[config.mk]
export PLATFORM = sky130hd
export DESIGN_NAME = checksummed_frame_receiver_fifo
export DESIGN_NICKNAME = d
export VERILOG_FILES = /design/src/design/cfrf_pkg.sv /design/src/design/cfrf_in_stage.sv /design/src/design/cfrf_core.sv /design/src/design/checksummed_frame_receiver_fifo.sv
export VERILOG_INCLUDE_DIRS = /design/src /design/src/design
export SDC_FILE = /design/constraint.sdc
export NUM_CORES = 1
export LEC_CHECK = 0
export BUFFER_PORTS_ARGS = -buffer_cell sky130_fd_sc_hd__buf_2
export CORE_MARGIN = 2
export CORE_UTILIZATION = 25
export DETAILED_ROUTE_END_ITERATION = 12
export GPL_TIMING_DRIVEN = 0
export SYNTH_ARGS = -nofsm -noshare
export SYNTH_HDL_FRONTEND = slang
export SYNTH_SLANG_ARGS = --single-unit
[constraint.sdc]
create_clock -name clk -period 2.6 [get_ports clk]
set_input_delay 0.26 -clock clk [delete_from_list [all_inputs] [get_ports clk]]
set_output_delay 0.26 -clock clk [all_outputs]
set_load 0.005 [all_outputs]
[src/design/checksummed_frame_receiver_fifo_macros.svh]
// Assertion macros for the checksummed frame receiver.
// Included by the modules that carry concurrent checks; needs clk and rst_n in scope.
`ifndef CHECKSUMMED_FRAME_RECEIVER_FIFO_MACROS_SVH
`define CHECKSUMMED_FRAME_RECEIVER_FIFO_MACROS_SVH
`ifndef SYNTHESIS
// check that is switched off while reset is asserted
`define CFRF_ASSERT(lbl, prop, msg) \
  lbl: assert property (@(posedge clk) disable iff (!rst_n) prop) else $error(msg);
// check that also covers the reset cycles
`define CFRF_ASSERT_RST(lbl, prop, msg) \
  lbl: assert property (@(posedge clk) prop) else $error(msg);
`else
`define CFRF_ASSERT(lbl, prop, msg)
`define CFRF_ASSERT_RST(lbl, prop, msg)
`endif
`endif

[src/design/cfrf_pkg.sv]
// Shared types, codes and helpers for the checksummed frame receiver.
// No dependencies; imported by every module of the block.
package cfrf_pkg;

  // ring geometry: FIFO_DEPTH slots, FIFO_DEPTH - 1 usable frames
  localparam int unsigned FIFO_DEPTH = 4;
  localparam int unsigned SLOT_W     = (FIFO_DEPTH > 1) ? $clog2(FIFO_DEPTH) : 1;

  // control bytes carry this flag
  localparam logic [7:0] CONTROL_FLAG = 8'h80;

  typedef logic [SLOT_W-1:0] slot_t;

  typedef enum logic {
    OP_BYTE = 1'b0,
    OP_POP  = 1'b1
  } opcode_t;

  typedef enum logic [2:0] {
    ST_TAKEN     = 3'd0,
    ST_COMMIT    = 3'd1,
    ST_CKSUM_ERR = 3'd2,
    ST_OVERFLOW  = 3'd3,
    ST_POPPED    = 3'd4,
    ST_EMPTY     = 3'd5
  } status_t;

  // receive phase, one-hot
  typedef enum logic [3:0] {
    PH_CTRL  = 4'b0001,
    PH_DATA1 = 4'b0010,
    PH_DATA2 = 4'b0100,
    PH_CKSUM = 4'b1000
  } phase_t;

  typedef struct packed {
    opcode_t    opcode;
    logic [7:0] rx_byte;
  } cfrf_req_t;

  typedef struct packed {
    status_t    status;
    logic [7:0] frame_control;
    logic [7:0] frame_data_first;
    logic [7:0] frame_data_second;
  } cfrf_rsp_t;

  // ring index increment with wrap
  function automatic slot_t next_slot(slot_t s);
    if (s == slot_t'(FIFO_DEPTH - 1)) begin
      return '0;
    end
    return s + slot_t'(1);
  endfunction

endpackage

[src/design/cfrf_in_stage.sv]
// Input register stage of the frame receiver.
// Depends on cfrf_pkg for the request type.
module cfrf_in_stage
  import cfrf_pkg::*;
(
  input  logic      clk,
  input  logic      rst_n,
  input  logic      in_valid,
  output logic      in_stall,
  input  cfrf_req_t in_req,
  input  logic      adv,
  output logic      s1_valid,
  output cfrf_req_t s1_req
);

  logic      valid_r, valid_nxt;
  cfrf_req_t req_r;
  logic      accept;

  // hold off the sender only when the staged request cannot move on
  assign in_stall = valid_r && !adv;
  assign accept   = in_valid && !in_stall;

  always_comb begin
    valid_nxt = valid_r;
    if (accept) begin
      valid_nxt = 1'b1;
    end else if (adv) begin
      valid_nxt = 1'b0;
    end
  end

  always_ff @(posedge clk) begin
    if (!rst_n) begin
      valid_r <= 1'b0;
    end else begin
      valid_r <= valid_nxt;
    end
  end

  // payload, no reset
  always_ff @(posedge clk) begin
    if (accept) begin
      req_r <= in_req;
    end
  end

  assign s1_valid = valid_r;
  assign s1_req   = req_r;

endmodule

[src/design/cfrf_core.sv]
// Frame parser, checksum and frame ring of the receiver.
// Depends on cfrf_pkg and the assertion macro header.
`include "checksummed_frame_receiver_fifo_macros.svh"
module cfrf_core
  import cfrf_pkg::*;
(
  input  logic      clk,
  input  logic      rst_n,
  input  logic      fire,
  input  cfrf_req_t req,
  output cfrf_rsp_t rsp
);

  phase_t     phase_r, phase_nxt;
  logic [7:0] sum_r, sum_nxt;
  slot_t      wr_slot_r, wr_slot_nxt;
  slot_t      rd_slot_r, rd_slot_nxt;
  logic       wr_en;
  logic [1:0] lane;

  // frame ring: byte 0 control, byte 1 first data, byte 2 second data
  logic [2:0][7:0] store_r [FIFO_DEPTH];

  // decode one request against the current state
  always_comb begin
    rsp.status            = ST_TAKEN;
    rsp.frame_control     = '0;
    rsp.frame_data_first  = '0;
    rsp.frame_data_second = '0;
    phase_nxt   = phase_r;
    sum_nxt     = sum_r;
    wr_slot_nxt = wr_slot_r;
    rd_slot_nxt = rd_slot_r;
    wr_en       = 1'b0;
    lane        = 2'd0;
    if (req.opcode == OP_POP) begin
      if (rd_slot_r == wr_slot_r) begin
        rsp.status = ST_EMPTY;
      end else begin
        rsp.status            = ST_POPPED;
        rsp.frame_control     = store_r[rd_slot_r][0];
        rsp.frame_data_first  = store_r[rd_slot_r][1];
        rsp.frame_data_second = store_r[rd_slot_r][2];
        rd_slot_nxt           = next_slot(rd_slot_r);
      end
    end else begin
      unique case (phase_r)
        PH_CTRL: begin
          // bytes without the control flag are dropped while hunting
          if ((req.rx_byte & CONTROL_FLAG) != 8'h00) begin
            wr_en     = 1'b1;
            lane      = 2'd0;
            sum_nxt   = sum_r + req.rx_byte;
            phase_nxt = PH_DATA1;
          end
        end
        PH_DATA1: begin
          wr_en     = 1'b1;
          lane      = 2'd1;
          sum_nxt   = sum_r + req.rx_byte;
          phase_nxt = PH_DATA2;
        end
        PH_DATA2: begin
          wr_en     = 1'b1;
          lane      = 2'd2;
          sum_nxt   = sum_r + req.rx_byte;
          phase_nxt = PH_CKSUM;
        end
        PH_CKSUM: begin
          if (sum_r == req.rx_byte) begin
            if (next_slot(wr_slot_r) == rd_slot_r) begin
              rsp.status = ST_OVERFLOW;
            end else begin
              rsp.status  = ST_COMMIT;
              wr_slot_nxt = next_slot(wr_slot_r);
            end
          end else begin
            rsp.status = ST_CKSUM_ERR;
          end
          phase_nxt = PH_CTRL;
          sum_nxt   = '0;
        end
        default: begin
          phase_nxt = PH_CTRL;
          sum_nxt   = '0;
        end
      endcase
    end
  end

  // control state
  always_ff @(posedge clk) begin
    if (!rst_n) begin
      phase_r   <= PH_CTRL;
      sum_r     <= '0;
      wr_slot_r <= '0;
      rd_slot_r <= '0;
    end else if (fire) begin
      phase_r   <= phase_nxt;
      sum_r     <= sum_nxt;
      wr_slot_r <= wr_slot_nxt;
      rd_slot_r <= rd_slot_nxt;
    end
  end

  // frame bytes land in the slot being assembled
  always_ff @(posedge clk) begin
    if (fire && wr_en) begin
      store_r[wr_slot_r][lane] <= req.rx_byte;
    end
  end

  // reset leaves an empty ring hunting for a control byte
  `CFRF_ASSERT_RST(a_reset_clean, (!rst_n) |=> (rd_slot_r == wr_slot_r && phase_r == PH_CTRL), "ring not empty after reset")
  // a commit moves the write slot
  `CFRF_ASSERT(a_commit_moves, (fire && rsp.status == ST_COMMIT) |=> (wr_slot_r != $past(wr_slot_r)), "commit did not advance write slot")
  // a pop moves the read slot
  `CFRF_ASSERT(a_pop_moves, (fire && rsp.status == ST_POPPED) |=> (rd_slot_r != $past(rd_slot_r)), "pop did not advance read slot")
  // a frame dropped for a bad checksum or a full ring restarts the parser
  `CFRF_ASSERT(a_frame_end, (fire && (rsp.status == ST_CKSUM_ERR || rsp.status == ST_OVERFLOW)) |=> (phase_r == PH_CTRL && sum_r == 8'h00), "parser not restarted")

endmodule

[src/design/checksummed_frame_receiver_fifo.sv]
// Top level of the checksummed frame receiver with its frame ring.
// Depends on cfrf_pkg, cfrf_in_stage and cfrf_core.
//
// Usage:
//   in_valid/in_stall/in_req carry requests: opcode OP_BYTE delivers one
//   received serial byte, OP_POP asks for the oldest stored frame.
//   out_valid/out_stall/out_rsp return exactly one response per request, in
//   order: a status code and, for a pop, the three frame bytes.
//   A frame is a control byte with bit 7 set, two data bytes and a byte that
//   equals the sum of all three modulo 256; good frames go into a
//   FIFO_DEPTH-slot ring that holds FIFO_DEPTH - 1 frames, bad frames and
//   frames that find the ring full are dropped with an error status.
//   A request passes through the input register and then the response
//   register; the parser and ring update combinationally between the two.
//   Throughput: one request per cycle while out_stall is low.
//   Reset (rst_n low, synchronous) empties the ring and returns the parser
//   to hunting for a control byte; no clearing pass is needed.
//   While out_stall holds a response, one more request waits in the input
//   register and then in_stall rises; nothing is lost or reordered.
module checksummed_frame_receiver_fifo
  import cfrf_pkg::*;
(
  input  logic      clk,
  input  logic      rst_n,
  input  logic      in_valid,
  output logic      in_stall,
  input  cfrf_req_t in_req,
  output logic      out_valid,
  input  logic      out_stall,
  output cfrf_rsp_t out_rsp
);

  logic      s1_valid;
  cfrf_req_t s1_req;
  logic      adv;
  logic      fire;
  cfrf_rsp_t core_rsp;
  logic      out_valid_r, out_valid_nxt;
  cfrf_rsp_t out_rsp_r;

  // the pipeline moves when the response register is free or being taken
  assign adv  = !out_valid_r || !out_stall;
  assign fire = s1_valid && adv;

  cfrf_in_stage u_in_stage (
    .clk      (clk),
    .rst_n    (rst_n),
    .in_valid (in_valid),
    .in_stall (in_stall),
    .in_req   (in_req),
    .adv      (adv),
    .s1_valid (s1_valid),
    .s1_req   (s1_req)
  );

  cfrf_core u_core (
    .clk   (clk),
    .rst_n (rst_n),
    .fire  (fire),
    .req   (s1_req),
    .rsp   (core_rsp)
  );

  // response register
  always_comb begin
    out_valid_nxt = out_valid_r;
    if (fire) begin
      out_valid_nxt = 1'b1;
    end else if (!out_stall) begin
      out_valid_nxt = 1'b0;
    end
  end

  always_ff @(posedge clk) begin
    if (!rst_n) begin
      out_valid_r <= 1'b0;
    end else begin
      out_valid_r <= out_valid_nxt;
    end
  end

  always_ff @(posedge clk) begin
    if (fire) begin
      out_rsp_r <= core_rsp;
    end
  end

  assign out_valid = out_valid_r;
  assign out_rsp   = out_rsp_r;

endmodule
==> results of run 1 <==
[Yosys cell counts (all sizes together), types with 3 or more instances]
cell type  number
inv             5
a22oi           5
buf             8
nor3            6
mux2i           3
and2           10
edfxtp        132
clkbuf          6
xnor2           6
nand2           8
o21ai           5
ha             12
dfxtp          18
and3            6
nor2b          26
xor2            3
nand2b          3
nor2           23
mux4           24
a21oi          10
nand3           6
a21o            4
[where the power goes]
group,switching (mW),leakage [nW],internal (mW)
Combinational,0.0935,0.853,0.0590
Sequential,0.0273,1.36,2.65
Clock,1.00,0.273,1.34
Total,1.12,2.49,4.05
[layout make-up]
type	instances	area, um2	area share (%)
Sequential cell	150	4320	59.3
Multi-Input combinational cell	186	1640	22.5
Clock buffer	17	425	5.83
Tap cell	319	399	5.47
Timing Repair Buffer	48	260	3.57
Clock inverter	15	144	1.97
Buffer	14	72.6	0.995
Inverter	6	26.3	0.360
Timing Repair inverter	1	5.00	0.0686
[metal layers]
layer | share of wire, % | vias up | track usage (%)
li1 | - | 1517 | -
met1 | 45 | 1637 | 12.1
met2 | 49 | 76 | 15.3
met3 | 5.8 | 6 | 2.81
met4 | 1.1 | 0 | 3.76
met5 | 0 | - | 0
[worst register-to-register path, stage by stage, from the launching register on]
cell	delay, ns
sky130_fd_sc_hd__dfxtp_1	0.34
sky130_fd_sc_hd__a21bo_4	0.29
sky130_fd_sc_hd__clkinvlp_4	0.31
sky130_fd_sc_hd__nand2b_1	0.18
sky130_fd_sc_hd__nor3_1	0.47
sky130_fd_sc_hd__and2_1	0.50
[worst paths after layout]
kind | startpoint | endpoint | slack, ns | cells past startpoint
max | u_in_stage.s1_valid | u_core.store_r[1][7] | 0.14 | 5
min | in_req[2] | u_in_stage.s1_req[2] | 0.02 | 1
max reg2reg | u_in_stage.s1_valid | u_core.store_r[1][7] | 0.14 | 5
min reg2reg | u_core.sum_r[6] | u_core.sum_r[6] | 0.46 | 2
[registers in the layout (all words and copies together) (netlist names)]
name	flops
out_valid	1
u_in_stage.s1_valid	1
u_in_stage.s1_req	9
u_core.wr_slot_r	2
out_rsp	27
u_core.sum_r	8
u_core.phase_r	4
u_core.rd_slot_r	2
u_core.store_r	96
[cells in the final DEF, fill, tap and decap left out, types with 2 or more instances in the layout]
master	netlist	routed
sky130_fd_sc_hd__edfxtp_1	132	132
sky130_fd_sc_hd__buf_2	6	47
sky130_fd_sc_hd__nor2b_1	26	26
sky130_fd_sc_hd__mux4_2	24	24
sky130_fd_sc_hd__nor2_1	23	23
sky130_fd_sc_hd__dfxtp_1	18	18
sky130_fd_sc_hd__clkbuf_16	0	17
sky130_fd_sc_hd__ha_1	12	12
sky130_fd_sc_hd__and2_1	10	10
sky130_fd_sc_hd__a21oi_1	10	10
sky130_fd_sc_hd__nand2_1	8	8
sky130_fd_sc_hd__buf_4	1	7
sky130_fd_sc_hd__and3_1	6	6
sky130_fd_sc_hd__nand3_1	6	6
sky130_fd_sc_hd__xnor2_1	6	6
sky130_fd_sc_hd__inv_6	0	6
sky130_fd_sc_hd__nor3_1	5	5
sky130_fd_sc_hd__clkbuf_1	5	5
sky130_fd_sc_hd__a22oi_1	5	5
sky130_fd_sc_hd__clkinvlp_4	0	4
sky130_fd_sc_hd__inv_1	5	4
sky130_fd_sc_hd__o21ai_0	4	4
sky130_fd_sc_hd__a21o_1	4	4
sky130_fd_sc_hd__nand2b_1	3	3
sky130_fd_sc_hd__xor2_1	3	3
sky130_fd_sc_hd__mux2i_1	3	3
sky130_fd_sc_hd__nor3b_1	2	2
sky130_fd_sc_hd__a211oi_1	2	2
sky130_fd_sc_hd__o211ai_1	2	2
sky130_fd_sc_hd__a31oi_1	2	2
sky130_fd_sc_hd__or3_1	2	2
sky130_fd_sc_hd__clkinv_2	0	2
sky130_fd_sc_hd__clkinv_4	0	2
[kinds of logic after synthesis]
group	after synthesis	synth area share (%)
AOI/OAI and AO/OA	37	4.21
xor gates and xnor gates	9	1.30
adders and majority gates	13	2.81
buffers and inverters	20	1.57
DFF	150	71.4
muxes	28	9.60
and+or+nand+nor	99	9.15
[timing repair]
item | CTS | global route
gates resized for setup | 1 | 0
setup endpoints to repair | 32 | 3
hold buffers | 1 | 0
hold endpoints to repair | 1 | 0
cloned | 1 | 0
buffers inserted | 0 | 6
[through the flow]
step                instances  setup TNS (ns)  hold WS (ns)  power, mW
finish                    756               0        0.0155       5.17
global route              756               0       0.00195       5.34
CTS                       750               0       0.00158       5.21
detailed placement        716          -17.66         0.438       2.87
global placement          716          -14.23         0.439       2.87
floorplan                 356               0         0.332       2.80
==> results.json, run 1 <==
{
  "status": "complete, no violations",
  "totalWireLength_mm": 11.8,
  "die_height_um": 160,
  "dpl_cell_area_um2": 6660,
  "finalWeightedCongestion": 0.785,
  "finalWorstPathRequiredPeriod_ns": 2.46,
  "yosysSeqAreaShare_pct": 71.4,
  "synth_top_area_cell": "sky130_fd_sc_hd__edfxtp_1",
  "route.detailed.vias_per_inst": 4.28,
  "worst_hold_path_type": "input port to flop",
  "antenna_cells": 0,
  "cts_max_level": 4,
  "place.port_buffers": 41,
  "hpwl_mm": 7.60,
  "core_region_area_um2": 23600,
  "yosys_warnings": 0,
  "area_delta_synth_final_pct": 20.4,
  "drt_pre_antenna_iters": 5,
  "tritoncts_clock_tree": "yes",
  "drt-initial-drc-count": 281,
  "die_x_um": 160,
  "dpl_worst_slack_ns": -0.573,
  "grt_remaining_overflow": 0,
  "final.setup_skew_ns": 0.0168,
  "clk_transition_reported_paths_ns": 0.07,
  "clock-sinks": 150,
  "netlist_instances": 356,
  "synth-main-ff-cell": "sky130_fd_sc_hd__edfxtp_1",
  "layout.core_utilization_pct": 30.9,
  "cts_buffers": 17,
  "fillerInstances": 2310,
  "peak_supply_drop_mv": 0.435,
  "cap_viol_max_count": 0,
  "clock_insertion_delay_worst_skew_ns": 0.42,
  "grt_setup_unrepaired": "no",
  "synth_top_area_share_pct": 65.4,
  "syn-num-nets": 382,
  "synth.distinct_cells": 49,
  "pin_count_of_the_biggest_net_entering_global_routing": 19,
  "synth-seq-cells": 150,
  "floorplan.initialDensity_pct": 25.7,
  "final_layout_size_suffix_gt1_share_pct": 27.2,
  "die_area_um2": 25500,
  "rows": 56,
  "first_pass_grt_wire_length_mm": 18.3,
  "achievable-frequency_mhz": 407,
  "fin_ws_ns": 0.143,
  "boundaryPins": 42,
  "crit_slowest_cell": "sky130_fd_sc_hd__and2_1",
  "cellPowerDensity_nw_per_um2": 709,
  "synth-edff-count": 132,
  "overall_via_count_from_detail_route": 3236,
  "vias_in_the_first_global_route": 3252,
  "synthesis.area_per_instance_um2": 17.0,
  "final_design_area_no_fill_um2": 7300,
  "antenna_found_initial": 0,
  "final_setup_violations": 0,
  "slew-limit-headroom_pct": 42.1,
  "wl_per_cell_um": 15.6,
  "num-nets-final": 450,
  "post-route-period-util_pct": 94.5,
  "cp_max_fo": 14,
  "route.detailed.drc": 0,
  "worstPathArrival_ns": 2.51,
  "track_usage_pct": 9.53,
  "cts.path.max_buffers": 2,
  "cts_root_buf": "sky130_fd_sc_hd__clkbuf_16",
  "power.leakage_nw": 2.49,
  "slew_violations": 0,
  "ant_nets": 0,
  "synth.cell_area_um2": 6060,
  "async_set_reset_flop_share_out_of_synthesis_pct": 0,
  "crit_path_end_kind": "flop",
  "timing.critical_path.required_ns": 2.65,
  "timing.critical_path.slowest_cell_delay_ns": 0.50,
  "timing_hold_violations_final": 0,
  "timing.critical_path.cells": "a21bo_4 -> clkinvlp_4 -> nand2b_1 -> nor3_1 -> and2_1",
  "setup.worst_path.class": "flop to flop",
  "cp_top_family": "simple AND/OR/NAND/NOR gates",
  "critical_path.n_buffers_inverters": 1,
  "timing_worst_slew_pin_value_ns": 0.863,
  "cells_taking_the_most_area_after_synthesis": "sky130_fd_sc_hd__edfxtp_1 65%, sky130_fd_sc_hd__mux4_2 8.9%, sky130_fd_sc_hd__dfxtp_1 5.9%, sky130_fd_sc_hd__nor2b_1 2.7%, sky130_fd_sc_hd__ha_1 2.5%",
  "crit_path_start_kind": "flop"
}
No activity file was read; power rests on OpenSTA's default activity.
==> inputs of run 2 (changes only) <==
ABC_AREA = 1   (was not set)
==> results.json, run 2 <==
{
  "area_delta_synth_final_pct": 20.8,
  "tritoncts_clock_tree": "yes",
  "most_common_library_cell_in_the_layout_ignoring_fill_and_taps": "sky130_fd_sc_hd__edfxtp_1",
  "crit_path_end_kind": "flop",
  "p_int_mw": 4.14,
  "yosys_warnings": 0,
  "finalWorstPathRequiredPeriod_ns": 2.40,
  "totalWireLength_mm": 13.4,
  "hold_ws_ns": 0.0123,
  "timing.critical_path.slowest_cell_delay_ns": 0.72,
  "hpwl_mm": 8.75,
  "timing_hold_violations_final": 0,
  "fillerInstances": 2447,
  "die_x_um": 160,
  "dpl_worst_slack_ns": 0.143,
  "grt.met1_usage_pct": 12.7,
  "cells_taking_the_most_area_after_synthesis": "sky130_fd_sc_hd__edfxtp_1 65%, sky130_fd_sc_hd__nor2_1 7.7%, sky130_fd_sc_hd__dfxtp_1 5.9%, sky130_fd_sc_hd__o21ai_0 4.1%, sky130_fd_sc_hd__nand2_1 3.6%",
  "cts.path.max_buffers": 2,
  "core_region_area_um2": 24200,
  "globalRouteMet3Util_pct": 2.66,
  "worst_hold_path_type": "input port to flop",
  "cap_viol_max_count": 0,
  "final_layout_size_suffix_gt1_share_pct": 16.2,
  "final.setup_skew_ns": 0.00667,
  "power_switching_share_pct": 21.9,
  "route.detailed.vias_per_inst": 4.16,
  "first_pass_grt_wire_length_mm": 20.7,
  "pwr-share-clk_pct": 46.7,
  "num-nets-final": 617,
  "register_area_um2": 4320,
  "setup.worst_path.end": "u_core.store_r[1][16]",
  "most_frequent_cell_after_synthesis": "sky130_fd_sc_hd__edfxtp_1",
  "post-place-cells": 889,
  "largest_register_ff_count": 96,
  "most-common-layout-cells": "132 x sky130_fd_sc_hd__edfxtp_1, 125 x sky130_fd_sc_hd__nor2_1, 58 x sky130_fd_sc_hd__nand2_1",
  "syn-num-nets": 550,
  "power.leakage_nw": 2.69,
  "track_usage_pct": 10.8,
  "achievable-frequency_mhz": 417,
  "reg2regPathDepth": 6,
  "largest_register": "u_core.store_r",
  "r2r_end": "u_core.store_r[1][16]",
  "boundaryPins": 42,
  "vias_in_the_first_global_route": 3826,
  "timing.critical_path.cells": "inv_1 -> nand2_1 -> nand2_2 -> inv_1 -> nand3_1 -> nor2_1",
  "p_comb_share_pct": 2.4,
  "cts_max_level": 4,
  "netlist_top_cells_count": "132 x sky130_fd_sc_hd__edfxtp_1, 125 x sky130_fd_sc_hd__nor2_1, 58 x sky130_fd_sc_hd__nand2_1, 50 x sky130_fd_sc_hd__o21ai_0, 42 x sky130_fd_sc_hd__a21oi_1",
  "crit_path_start_kind": "flop",
  "r2r-start": "u_in_stage.s1_req[7]",
  "fin_ws_ns": 0.202,
  "place.port_buffers": 41,
  "cts_buffers": 17,
  "cp_common_cell": "sky130_fd_sc_hd__inv_1",
  "post-cts-setup-buffers": 0,
  "clk_transition_reported_paths_ns": 0.06,
  "globalRouteMet2Util_pct": 18.8,
  "status": "complete, no violations",
  "grt_setup_unrepaired": "yes",
  "crit_slowest_cell": "sky130_fd_sc_hd__edfxtp_1",
  "slew-limit-headroom_pct": 21.8,
  "non_filler_cells_in_the_finished_layout": 928,
  "cp_max_fo": 14,
  "route.detailed.drc": 0,
  "grt_remaining_overflow": 0,
  "net-switching-power_mw": 1.16,
  "ant_nets": 0,
  "synth-main-ff-cell": "sky130_fd_sc_hd__edfxtp_1",
  "synthesis.area_per_instance_um2": 11.7,
  "antenna_cells": 0,
  "drt-initial-drc-count": 275,
  "worstPathArrival_ns": 2.46,
  "clock-sinks": 150,
  "clock_insertion_delay_worst_skew_ns": 0.43,
  "worst-r2r-setup-slack_ns": 0.20,
  "timing_worst_slew_pin_value_ns": 1.17,
  "slew_violations": 0,
  "yosysSeqAreaShare_pct": 70.7,
  "die_height_um": 160,
  "antenna_found_initial": 0,
  "setup.worst_path.class": "flop to flop",
  "pin_count_of_the_biggest_net_entering_global_routing": 29,
  "synth_top_area_share_pct": 64.9,
  "wl_per_cell_um": 14.5,
  "synth_top_area_cell": "sky130_fd_sc_hd__edfxtp_1",
  "rows": 57,
  "grt_most_used_layer": "met2",
  "synth.distinct_cells": 29,
  "floorplan.initialDensity_pct": 25.3,
  "cts_root_buf": "sky130_fd_sc_hd__clkbuf_16",
  "final_setup_violations": 0,
  "overall_via_count_from_detail_route": 3861,
  "post-route-period-util_pct": 92.2,
  "timing.critical_path.required_ns": 2.66,
  "netlist_instances": 524,
  "cellPowerDensity_nw_per_um2": 718,
  "synth-edff-count": 132,
  "finalWeightedCongestion": 0.803,
  "die_area_um2": 25700,
  "async_set_reset_flop_share_out_of_synthesis_pct": 0,
  "multi_input_comb_area_um2": 1540,
  "synth-seq-cells": 150,
  "synth.cell_area_um2": 6110,
  "drt_pre_antenna_iters": 4,
  "pwr-share-seq_pct": 50.9,
  "timing.critical_path.from": "u_in_stage.s1_req[7]",
  "peak_supply_drop_mv": 0.376
}
==> run 2: changes by cell type after synthesis, sizes merged, moves of 5 or more <==
cell | previous run | this run
and2 | 10 | 0
mux4 | 24 | 0
a21oi | 10 | 43
nor2b | 26 | 0
nand3 | 6 | 14
o21ai | 5 | 51
a22oi | 5 | 0
nor3 | 6 | 1
nor2 | 23 | 128
nand2 | 8 | 61
inv | 5 | 32
and3 | 6 | 0
==> run 2: worst min-delay path by stage <==
stage,start,endpoint,depth (start not counted)
finish,in_req[1],u_in_stage.s1_req[1],1
global placement,in_req[3],u_in_stage.s1_req[3],1
detailed placement,in_req[4],u_in_stage.s1_req[4],1
floorplan,rst_n,u_core.phase_r[0],1
global route,in_req[1],u_in_stage.s1_req[1],1
CTS,in_req[1],u_in_stage.s1_req[1],1
==> run 2: area by class of cell <==
cell class / count / share of cell area [%]
Tap cell: 324 / 5.49
Clock inverter: 15 / 2.27
Inverter: 32 / 1.66
Clock buffer: 17 / 5.76
Buffer: 20 / 1.69
Timing Repair Buffer: 48 / 3.73
Multi-Input combinational cell: 322 / 20.9
Sequential cell: 150 / 58.5
==> run 2: per-stage QoR <==
stage               util, %  area [um2]  setup TNS, ns  total power [mW]
floorplan                 -        6110              0              2.80
global placement       27.8        6720              0              2.87
detailed placement     27.8        6720              0              2.88
CTS                    30.5        7390              0              5.34
global route           30.5        7390         -0.765              5.45
finish                 30.5        7390              0              5.30
==> run 2: critical path: cells and delay by family (launching register included) <==
family	cells	cell delay [ns]
buf+inv	2	0.19
simple gates	4	1.11
flops	1	0.72
==> run 2: cells by family (layout without fill, tap and decap cells) <==
family	count (synthesis)	after routing	synth area share, %
adder cells (fa/ha/maj)	13	13	2.78
AO/OA/AOI/OAI	95	95	7.92
AND/OR/NAND/NOR	210	210	13.9
buffers and inverters	52	132	4.05
flip-flops	150	150	70.7
XOR/XNOR	4	4	0.573
==> run 2: routing by layer <==
metal	share of wire [%]	wire, um	up-vias
li1	-	-	1944
met1	44	5940	1819
met2	50	6720	80
met3	4.0	536	18
met4	1.7	227	0
met5	0	0	-
==> run 2: power by group through the flow <==
stage	logic (mW)	clock network (mW)	registers (mW)
5_1_grt	0.148	2.60	2.70
3_5_place_dp	0.124	0	2.75
4_1_cts	0.132	2.51	2.70
3_3_place_gp	0.122	0	2.75
2_1_floorplan	0.0734	0	2.73
6_report	0.129	2.47	2.70
==> run 2: what timing repair did <==
item | in CTS | in global routing
hold endpoints to repair | 7 | 0
hold buffers | 7 | 0
endpoints found under the setup margin | 0 | 24
gates resized for setup | 0 | 0
==> inputs of run 3 (changes only) <==
CELL_PAD_IN_SITES_DETAIL_PLACEMENT = 1   (was not set)
CELL_PAD_IN_SITES_GLOBAL_PLACEMENT = 2   (was not set)
PLACE_DENSITY_LB_ADDON = 0.1   (was not set)
==> results.json, run 3 (same netlist as run 2, synthesis figures left out) <==
{
  "tritoncts_clock_tree": "yes",
  "clk_transition_reported_paths_ns": 0.06,
  "floorplan.initialDensity_pct": 25.3,
  "worst-r2r-setup-slack_ns": -0.02,
  "timing.critical_path.cells": "inv_1 -> nand2_1 -> nand2_2 -> inv_1 -> nand3_1 -> nor2_1",
  "clock_insertion_delay_worst_skew_ns": 0.42,
  "wl_per_cell_um": 18.1,
  "post-route-period-util_pct": 101,
  "first_pass_grt_wire_length_mm": 25.6,
  "rows": 57,
  "place.port_buffers": 41,
  "vias_in_the_first_global_route": 4254,
  "finalWeightedCongestion": 0.749,
  "most-common-layout-cells": "132 x sky130_fd_sc_hd__edfxtp_1, 116 x sky130_fd_sc_hd__nor2_1, 58 x sky130_fd_sc_hd__nand2_1",
  "cellPowerDensity_nw_per_um2": 728,
  "hpwl_mm": 10.9,
  "setup.worst_path.class": "flop to flop",
  "drt-initial-drc-count": 199,
  "largest_register": "u_core.store_r",
  "achievable-frequency_mhz": 382,
  "cts_root_buf": "sky130_fd_sc_hd__clkbuf_16",
  "worstPathArrival_ns": 2.65,
  "die_height_um": 160,
  "clock-sinks": 150,
  "drt_pre_antenna_iters": 4,
  "ant_nets": 0,
  "r2r_end": "u_core.store_r[3][20]",
  "core_region_area_um2": 24200,
  "crit_path_start_kind": "flop",
  "timing_hold_violations_final": 0,
  "die_x_um": 160,
  "die_area_um2": 25700,
  "cts_buffers": 17,
  "cp_common_cell": "sky130_fd_sc_hd__inv_1",
  "antenna_found_initial": 0,
  "power.leakage_nw": 2.71,
  "hold_path_endpoint": "u_in_stage.s1_req[4]",
  "timing.critical_path.required_ns": 2.64,
  "route.detailed.vias_per_inst": 4.31,
  "cts.path.max_buffers": 2,
  "reg2regPathDepth": 6,
  "slew-limit-headroom_pct": 37.3,
  "num-nets-final": 619,
  "area_delta_synth_final_pct": 22.1,
  "final_layout_size_suffix_gt1_share_pct": 17.4,
  "totalWireLength_mm": 16.9,
  "antenna_cells": 0,
  "timing.setup.tns_ns": -0.0851,
  "r2r-start": "u_in_stage.s1_req[7]",
  "slew_violations": 0,
  "hold-path-cell-count": 1,
  "largest_register_ff_count": 96,
  "worst_hold_path_type": "input port to flop",
  "route.detailed.drc": 0,
  "most_common_library_cell_in_the_layout_ignoring_fill_and_taps": "sky130_fd_sc_hd__edfxtp_1",
  "boundaryPins": 42,
  "overall_via_count_from_detail_route": 4008,
  "final.setup_skew_ns": 0.0108,
  "pin_count_of_the_biggest_net_entering_global_routing": 29,
  "crit_path_end_kind": "flop",
  "grt_remaining_overflow": 0,
  "cap_viol_max_count": 0,
  "fin_ws_ns": -0.0155,
  "timing_worst_slew_pin_value_ns": 0.937,
  "cp_max_fo": 14,
  "status": "finished with violations",
  "peak_supply_drop_mv": 0.348,
  "crit_slowest_cell": "sky130_fd_sc_hd__nor2_1",
  "failed_checks": "setup timing",
  "cts_max_level": 4,
  "final_design_area_no_fill_um2": 7460,
  "finalWorstPathRequiredPeriod_ns": 2.62,
  "final_setup_violations": 8,
  "track_usage_pct": 13.6,
  "dpl_cell_area_um2": 6720,
  "hold_path.startpoint": "in_req[4]",
  "timing.critical_path.slowest_cell_delay_ns": 0.79,
  "grt_setup_unrepaired": "yes",
  "fillerInstances": 2678
}
==> run 3: cell types whose count changed in the layout (fill, tap and decap cells not counted), sizes merged <==
cell         before  now
bufinv            2    4
clkinv            4    7
inv              38   31
clkbuf           25   26
buf              53   54
dlygate4sd3       7    8
==> run 3: cell type report <==
type                            count  area (um2)  area share, %
Buffer                             20         125           1.68
Timing Repair Buffer               50         313           4.19
Inverter                           32         123           1.64
Multi-Input combinational cell    322        1560           20.9
Clock inverter                     13         183           2.45
Tap cell                          324         405           5.43
Sequential cell                   150        4320           57.9
Clock buffer                       18         429           5.75
==> run 3: power by group <==
group | total [mW] | internal [mW] | switching, mW
sequential | 2.70 | 2.65 | 0.0505
clock | 2.59 | 1.60 | 0.991
combinational | 0.142 | 0.0589 | 0.0826
==> run 3: worst max-delay path by stage <==
stage                                        to  cells past startpoint                  from  slack [ns]
after floorplan           u_core.store_r[0][16]                      6  u_in_stage.s1_req[7]        0.89
final                     u_core.store_r[3][20]                      6  u_in_stage.s1_req[7]       -0.02
after global routing      u_core.store_r[1][17]                      6  u_in_stage.s1_req[7]       -0.27
after global placement    u_core.store_r[1][16]                      6  u_in_stage.s1_req[7]       -0.07
after detailed placement  u_core.store_r[0][16]                      6  u_in_stage.s1_req[7]       -0.15
after CTS                 u_core.store_r[3][11]                      6  u_in_stage.s1_req[7]       -0.12
==> run 3: through the flow <==
step,power [mW],utilization (%),cells,hold slack [ns],worst slack [ns]
2_1_floorplan,2.80,-,524,0.345,0.890
3_3_place_gp,2.89,27.8,889,0.438,-0.0695
3_5_place_dp,2.89,27.8,889,0.439,-0.148
4_1_cts,5.51,30.7,928,0.00683,-0.118
5_1_grt,5.62,30.9,929,0.00727,-0.273
6_report,5.44,30.9,929,0.0294,-0.0155
==> run 3: layer usage <==
layer,GRT usage (%),wire [um]
met1,17.6,8040
met5,0,0
met2,23.2,8290
met3,2.79,381
met4,3.69,148
==> run 3: timing repair <==
action | 4_1_cts | 5_1_grt
endpoints found under the hold margin | 8 | 0
gates cloned | 0 | 0
resized for setup | 4 | 5
buffers inserted | 0 | 0
hold buffers | 8 | 0
setup endpoints to repair | 72 | 64
==> run 3: worst max-delay path, delay by kind of cell (launching register included) <==
kind	cells	cell delay [ns]
buffers and inverters	2	0.22
AND/OR/NAND/NOR	4	1.23
flip-flops	1	0.78
